`src/rtl/core/lsum_pkg.sv`:
```
// lsum_pkg: shared types and constants of the lazy sum tree core
// field widths, mode codes, datapath micro-operations, command and status structs
// no dependencies
package lsum_pkg;

  localparam int MODE_W = 2;
  localparam int POS_W  = 11;
  localparam int VAL_W  = 48;

  localparam logic [MODE_W-1:0] MODE_INIT   = 2'd0;
  localparam logic [MODE_W-1:0] MODE_ADD    = 2'd1;
  localparam logic [MODE_W-1:0] MODE_SEARCH = 2'd2;

  localparam logic [1:0] PH_ENTER = 2'd0;
  localparam logic [1:0] PH_LEFT  = 2'd1;
  localparam logic [1:0] PH_RIGHT = 2'd2;

  typedef enum logic [3:0] {
    OP_NONE,
    OP_START,
    OP_CLEAR,
    OP_LEAF,
    OP_POP,
    OP_COVER_RD,
    OP_COVER_WR,
    OP_PD_RD,
    OP_PD_W1,
    OP_PD_W2,
    OP_PD_W3,
    OP_PUSH_L,
    OP_PUSH_R,
    OP_RF_RD,
    OP_RF_SUM,
    OP_RF_WR
  } dp_op_t;

  typedef struct packed {
    dp_op_t op;
    logic   clr_sum;
    logic   sr_step;
    logic   sr_done;
  } dp_cmd_t;

  typedef struct packed {
    logic [MODE_W-1:0] mode;
    logic              empty;
    logic [1:0]        ph;
    logic              leaf;
    logic              disjoint;
    logic              covered;
    logic              clear_done;
    logic              out_busy;
  } dp_sts_t;

endpackage

```
`src/rtl/core/lsum_ctrl.sv`:
```
// lsum_ctrl: sequencer of the lazy sum tree core
// walks the tree by issuing micro-operations to lsum_dp; depends on lsum_pkg
module lsum_ctrl import lsum_pkg::*; (
  input  logic              clk,
  input  logic              rst_n,
  input  logic              in_valid,
  input  logic [MODE_W-1:0] in_mode,
  output logic              in_ready,
  input  dp_sts_t           sts,
  output dp_cmd_t           cmd
);

  typedef enum logic [15:0] {
    S_CLR     = 16'h0001,
    S_IDLE    = 16'h0002,
    S_CLRP    = 16'h0004,
    S_WALK    = 16'h0008,
    S_COV_RD  = 16'h0010,
    S_COV_WR  = 16'h0020,
    S_PD_RD   = 16'h0040,
    S_PD_W1   = 16'h0080,
    S_PD_W2   = 16'h0100,
    S_PD_W3   = 16'h0200,
    S_PUSH_L  = 16'h0400,
    S_RF_RD   = 16'h0800,
    S_RF_SUM  = 16'h1000,
    S_RF_WR   = 16'h2000,
    S_SR_CHK  = 16'h4000,
    S_SR_STEP = 16'h8000
  } state_t;

  state_t state_r, state_nxt;
  logic   sr_out_r, sr_out_nxt;

  assign in_ready = (state_r == S_IDLE) && !sr_out_r;

  always_comb begin
    state_nxt   = state_r;
    sr_out_nxt  = sr_out_r;
    cmd.op      = OP_NONE;
    cmd.clr_sum = 1'b0;
    cmd.sr_step = 1'b0;
    cmd.sr_done = 1'b0;
    unique case (state_r)
      S_CLR: begin
        cmd.op      = OP_CLEAR;
        cmd.clr_sum = 1'b1;
        if (sts.clear_done) state_nxt = S_IDLE;
      end
      S_IDLE: begin
        if (sr_out_r) begin
          // search result waits for the output register to free up
          if (!sts.out_busy) begin
            cmd.sr_done = 1'b1;
            sr_out_nxt  = 1'b0;
          end
        end else if (in_valid) begin
          cmd.op = OP_START;
          case (in_mode)
            MODE_INIT:   state_nxt = S_CLRP;
            MODE_ADD:    state_nxt = S_WALK;
            MODE_SEARCH: state_nxt = S_SR_CHK;
            default:     state_nxt = S_IDLE;
          endcase
        end
      end
      S_CLRP: begin
        cmd.op = OP_CLEAR;
        if (sts.clear_done) state_nxt = S_WALK;
      end
      S_WALK: begin
        if (sts.empty) begin
          state_nxt = S_IDLE;
        end else if (sts.ph == PH_ENTER) begin
          if (sts.mode == MODE_INIT) begin
            cmd.op = sts.leaf ? OP_LEAF : OP_PUSH_L;
          end else if (sts.disjoint) begin
            cmd.op = OP_POP;
          end else if (sts.covered) begin
            state_nxt = S_COV_RD;
          end else begin
            state_nxt = S_PD_RD;
          end
        end else if (sts.ph == PH_LEFT) begin
          cmd.op = OP_PUSH_R;
        end else begin
          state_nxt = S_RF_RD;
        end
      end
      S_COV_RD: begin
        cmd.op    = OP_COVER_RD;
        state_nxt = S_COV_WR;
      end
      S_COV_WR: begin
        cmd.op    = OP_COVER_WR;
        state_nxt = S_WALK;
      end
      S_PD_RD: begin
        cmd.op    = OP_PD_RD;
        state_nxt = S_PD_W1;
      end
      S_PD_W1: begin
        cmd.op    = OP_PD_W1;
        state_nxt = S_PD_W2;
      end
      S_PD_W2: begin
        cmd.op    = OP_PD_W2;
        state_nxt = S_PD_W3;
      end
      S_PD_W3: begin
        cmd.op    = OP_PD_W3;
        state_nxt = (sts.mode == MODE_SEARCH) ? S_SR_STEP : S_PUSH_L;
      end
      S_PUSH_L: begin
        cmd.op    = OP_PUSH_L;
        state_nxt = S_WALK;
      end
      S_RF_RD: begin
        cmd.op    = OP_RF_RD;
        state_nxt = S_RF_SUM;
      end
      S_RF_SUM: begin
        cmd.op    = OP_RF_SUM;
        state_nxt = S_RF_WR;
      end
      S_RF_WR: begin
        cmd.op    = OP_RF_WR;
        state_nxt = S_WALK;
      end
      S_SR_CHK: begin
        if (sts.leaf) begin
          state_nxt = S_IDLE;
          if (!sts.out_busy) begin
            cmd.sr_done = 1'b1;
          end else begin
            sr_out_nxt = 1'b1;
          end
        end else begin
          state_nxt = S_PD_RD;
        end
      end
      S_SR_STEP: begin
        cmd.sr_step = 1'b1;
        state_nxt   = S_SR_CHK;
      end
      default: state_nxt = S_IDLE;
    endcase
  end

  always_ff @(posedge clk) begin
    if (!rst_n) begin
      state_r  <= S_CLR;
      sr_out_r <= 1'b0;
    end else begin
      state_r  <= state_nxt;
      sr_out_r <= sr_out_nxt;
    end
  end

endmodule

```
`config.mk`:
```
export PLATFORM = sky130hd
export DESIGN_NAME = lsum_ctrl
export DESIGN_NICKNAME = d
export VERILOG_FILES = /design/src/rtl/core/lsum_pkg.sv /design/src/rtl/core/lsum_ctrl.sv
export SDC_FILE = /design/constraint.sdc
export NUM_CORES = 1
export LEC_CHECK = 0
export BUFFER_PORTS_ARGS = -buffer_cell sky130_fd_sc_hd__buf_4
export CAP_MARGIN = 20
export CELL_PAD_IN_SITES_DETAIL_PLACEMENT = 0
export CELL_PAD_IN_SITES_GLOBAL_PLACEMENT = 2
export CORE_ASPECT_RATIO = 0.5
export CORE_UTILIZATION = 33
export CTS_BUF_LIST = sky130_fd_sc_hd__clkbuf_2
export DETAILED_ROUTE_END_ITERATION = 16
export PLACE_DENSITY = 0.87
export SLEW_MARGIN = 20
export SYNTH_ARGS = -nofsm -noshare
export SYNTH_HDL_FRONTEND = slang
export SYNTH_SLANG_ARGS = --single-unit
```
`constraint.sdc`:
```
create_clock -name clk -period 2 [get_ports clk]
set_input_delay 0 -clock clk [delete_from_list [all_inputs] [get_ports clk]]
set_output_delay 0 -clock clk [all_outputs]
set_load 0.01 [all_outputs]
```
# Word-level counts from Yosys, hierarchy flattened
# Cells that the tools add are included.
# classes
n_reduce_logical,10
mux,34
eq_ne,29
# op_table
operator,count
$pmux W16 S14,1
$mux W16,10
$pmux W4 S13,1
$pmux W15 S3,1
$mux W4,5
$eq A16 B1 Y1 const B,1
$eq A16 B10 Y1 const B,1
$eq A16 B11 Y1 const B,1
$eq A16 B12 Y1 const B,1
$eq A16 B13 Y1 const B,1
$eq A16 B14 Y1 const B,1
$eq A16 B15 Y1 const B,1
$eq A16 B16 Y1 const B,1
$eq A16 B2 Y1 const B,1
$eq A16 B3 Y1 const B,1
$eq A16 B4 Y1 const B,1
$eq A16 B5 Y1 const B,1
$eq A16 B6 Y1 const B,1
$eq A16 B7 Y1 const B,1
$eq A16 B8 Y1 const B,1
$eq A16 B9 Y1 const B,1
$mux W7,2
$ne A2 B2 Y1 const B,6
$ne A4 B4 Y1 const B,3
other kinds (13),28
# word_totals
output_inout_bits,8
reg_bits,17

# Logic depth before layout (Yosys ltp)
# logic_depth
ltp_word,6
ltp_mapped,7
depth_no_buf,6

# Worst setup path before layout
# No wires, ideal clock.
# synth_path
path_type,flip-flop to flip-flop
startpoint,register state_r[12]
endpoint,register state_r[1]
arrival_ns,1.667
setup_time_ns,0.122
path_buffers,0
path_slack_ns,0.211
path_stages_with_launch,7
period_less_slack_ns,1.789
cell_sequence,dfxtp_1 -> or4_4 -> or4_1 -> nor2_2 -> nor4_1 -> nand2_1 -> a21oi_2
# synth_via
elab_chain_len,3
# synth_lines
item,line,source
from (decl),lsum_ctrl.sv:32,"state_t state_r, state_nxt;"
from (signal assigned),lsum_ctrl.sv:155,state_r <= state_nxt;
"$eq A16 B14 Y1, or another cell as far along",lsum_ctrl.sv:44,unique case (state_r)
"$reduce_or A3 Y1 (no source line), or another cell as far along",-,
$pmux W16 S14 / $reduce_and A7 Y1 (equally long branches),-,
# Several ways; a longest one is shown, not always the timed one.
# A chain may end at the register's enable or synchronous reset.

==> flow_summary.ini <==
[die]
fp.dieH_um = 45.17
rows = 15
initial_utilization = 0.3523
coreArea_um2 = 3491
die_w_um = 88.34
io_pins = 23
die_area_um2 = 3990

[timing]
final.setup.worst_slack_ns = -0.1876
fin_crit_ns = 2.188
setup_tns_ns = -0.5814
rsz0062_at_grt = yes
finalHoldViolations = 1
drv_slew = 0
max_freq_ghz = 0.4571
min_period_over_period = 1.094
tightest_slew_ns = 0.5224
setup_violations = 5
holdWs_ns = -0.01442
slew_headroom = 0.6468
fin_skew_ns = 0.03627

[clock_network]
path_clk_slew_ns = 0.22
htreeDepth = 1
cts-root-buf = clkbuf_2
cts_tree = yes
clockBufferDepth = 2
clkSinkCount = 17
clk_latency_ns = 0.34
cts_buffers = 3

[power]
vdd_ir_drop_max_v = 0.0002241
clock_power_share = 0.225
switching_share = 0.3302
leakage_nw = 0.8078
intPower_w = 0.0005211
powerDensity_nw_per_um2 = 392.8
netSwitchingPower_w = 0.0002569
combPwrFrac = 0.322
seq_power_share = 0.452
finalPower_w = 0.0007780

[min_path]
hp-class = in2reg
min_from = sts[6]

[critical_path]
r2r_start = state_r[11]$_SDFFE_PN0P_
worst_setup_path_end_kind = primary output
crit_type = reg2out
worstPathArrival_ns = 2.19
critical_path.startpoint_type = flop
startpoint = state_r[11]$_SDFFE_PN0P_
crit_fanout = 3
worstPathRequired_ns = 2.00

[detailed_routing]
drc_errors = 0
vias = 1433
wire_per_inst_um = 15.84
drtIter0Drc = 110
via_per_inst = 5.387
routed_wl_um = 4213
drt_first_pass_iters = 4
drtAntennaViolNets = 0

[job]
maxCapViolations = 0

[global_routing]
grt_usage = 0.2194
antenna_found_initial = 0
grt_pass1_wl_um = 6382
grt_pass1_vias = 1282
grt_overflow = 0
grt_max_degree = 11

[yosys]
ys_types = 48
synth_edf_count = 0
synthArstFlopShare = 0
yosysTopAreaCell = dfxtp_1
synth_mux_area_frac = 0
yosys_most_used_dff = dfxtp_1
synthCells = 149
synth_compound_area_frac = 0.1312
syn-num-nets = 164
synth-xor-area-share = 0.02848
yosysWarningCount = 0
synth_area_leaders = dfxtp_1 28%, nor2_1 7.9%, nor4_4 6.9%
syn_area_um2 = 1230
syn_area_per_cell_um2 = 8.255
synthAdderAreaFrac = 0
ys_seq_area_frac = 0.2767
synthSimpleGateAreaFrac = 0.5412
yosys.area.top_type_share = 0.2767
ys_ff_latch = 17
synth_top_family_by_area = simple AND/OR/NAND/NOR gates

[place]
port_buffers = 22
post-dp-hpwl_um = 2853
place_congestion = 0.9079
numPlacedInstances = 233

[layout]
drive_gt1_frac = 0.5023
area_growth_pct = 61.04
num_antenna_cells = 0
fillCellCount = 312
fin_nets = 231
final_cells = 266

[run_status]
status = finished with violations
failed_checks = hold timing, setup timing
[kinds of logic (layout without fill, tap and decap cells)]
logic type | count (synthesis) | after routing
buffers and inverters | 4 | 70
AOI/OAI and AO/OA | 25 | 25
xor gates and xnor gates | 4 | 4
and+or+nand+nor | 99 | 99
DFF | 17 | 17
[registers in the layout, summed over array words and instances (netlist names)]
register  flops
state_r      16
sr_out_r      1
[critical path, cell delays in order (launching register included)]
cell,delay [ns]
dfxtp_4,0.40
nor4_4,0.33
buf_4,0.19
nand2_1,0.11
nor4_4,0.39
a221oi_4,0.14
o211ai_1,0.13
buf_4,0.15
[metrics by stage]
step	hold WS [ns]	setup WS (ns)	cell area [um^2]	utilization
2_1_floorplan	0.04753	0.2111	1230	-
3_5_place_dp	0.2110	-0.02221	1553	0.4448
3_3_place_gp	0.2149	-0.02736	1553	0.4448
5_1_grt	0.01493	-0.2630	1981	0.5674
4_1_cts	0.02080	-0.1104	1881	0.5387
6_report	-0.01442	-0.1876	1981	0.5674
[placed cells by master, fill, tap and decap left out, types with 3 or more instances in the layout]
cell,instances
buf_4,51
nor2_1,23
nand2_1,11
dfxtp_2,9
dlygate4sd3_1,8
nor4b_1,7
dfxtp_4,7
nor4_4,6
a21oi_1,5
nand4_1,5
o21ai_0,5
buf_6,4
nand2b_1,3
nor4bb_1,3
or4_4,3
nor2b_1,3
a22oi_1,3
o21ai_1,3
nand3_1,3
nor3_1,3
nand3b_1,3
clkbuf_2,3
[synth_stat cells, types with 2 or more instances]
library cell   n
or4_1          2
nor2_1        26
or2_2          2
nand3_1        4
nor3_1         3
nor4b_1        8
a22oi_1        3
nor2b_1        3
xor2_1         2
and3_1         3
nor4_4         4
xnor2_1        2
o21ai_0        7
a21oi_1        5
nand4_1        5
nand2b_1       3
dfxtp_1       17
nand2_1       13
nand3b_1       3
nor4_1         4
nor4bb_1       3
[final timing paths]
kind                                                 end  slack [ns]  cells after the start
worst max-delay path                              cmd[3]       -0.19                      7
worst min-delay path            state_r[11]$_SDFFE_PN0P_       -0.01                      5
worst max register to register   state_r[6]$_SDFFE_PN0P_        0.03                      8
worst min register to register     sr_out_r$_SDFFE_PN0P_        0.54                      2
[final cells by class]
class | instances | area [um^2] | area share
Sequential cell | 17 | 377.9 | 0.1908
Timing Repair Buffer | 65 | 548.0 | 0.2767
Clock inverter | 1 | 5.005 | 0.002527
Clock buffer | 3 | 15.01 | 0.007581
Multi-Input combinational cell | 128 | 967.2 | 0.4883
Tap cell | 51 | 63.81 | 0.03222
Inverter | 1 | 3.754 | 0.001895
[power groups by stage]
stage / clock, W / sequential [W] / combinational, W
2_1_floorplan: 0 / 0.000360 / 0.000103
3_3_place_gp: 0 / 0.000367 / 0.000186
3_5_place_dp: 0 / 0.000367 / 0.000186
4_1_cts: 0.000170 / 0.000355 / 0.000236
5_1_grt: 0.000190 / 0.000352 / 0.000270
6_report: 0.000175 / 0.000352 / 0.000251
[repair_timing]
item,CTS,global route
setup buffers,16,7
hold endpoints to repair,10,0
hold buffers,8,0
pin swaps,12,12
gates resized for setup,29,20
setup endpoints to repair,7,8
[layer usage]
metal,vias to the layer above,wire length [um],GRT usage
met5,-,0,0
met4,0,52,0.03226
met3,6,351,0.05119
met1,661,2000,0.3160
li1,699,-,-
met2,67,1809,0.3415
Note: power is estimated with default switching activity, not from simulation.
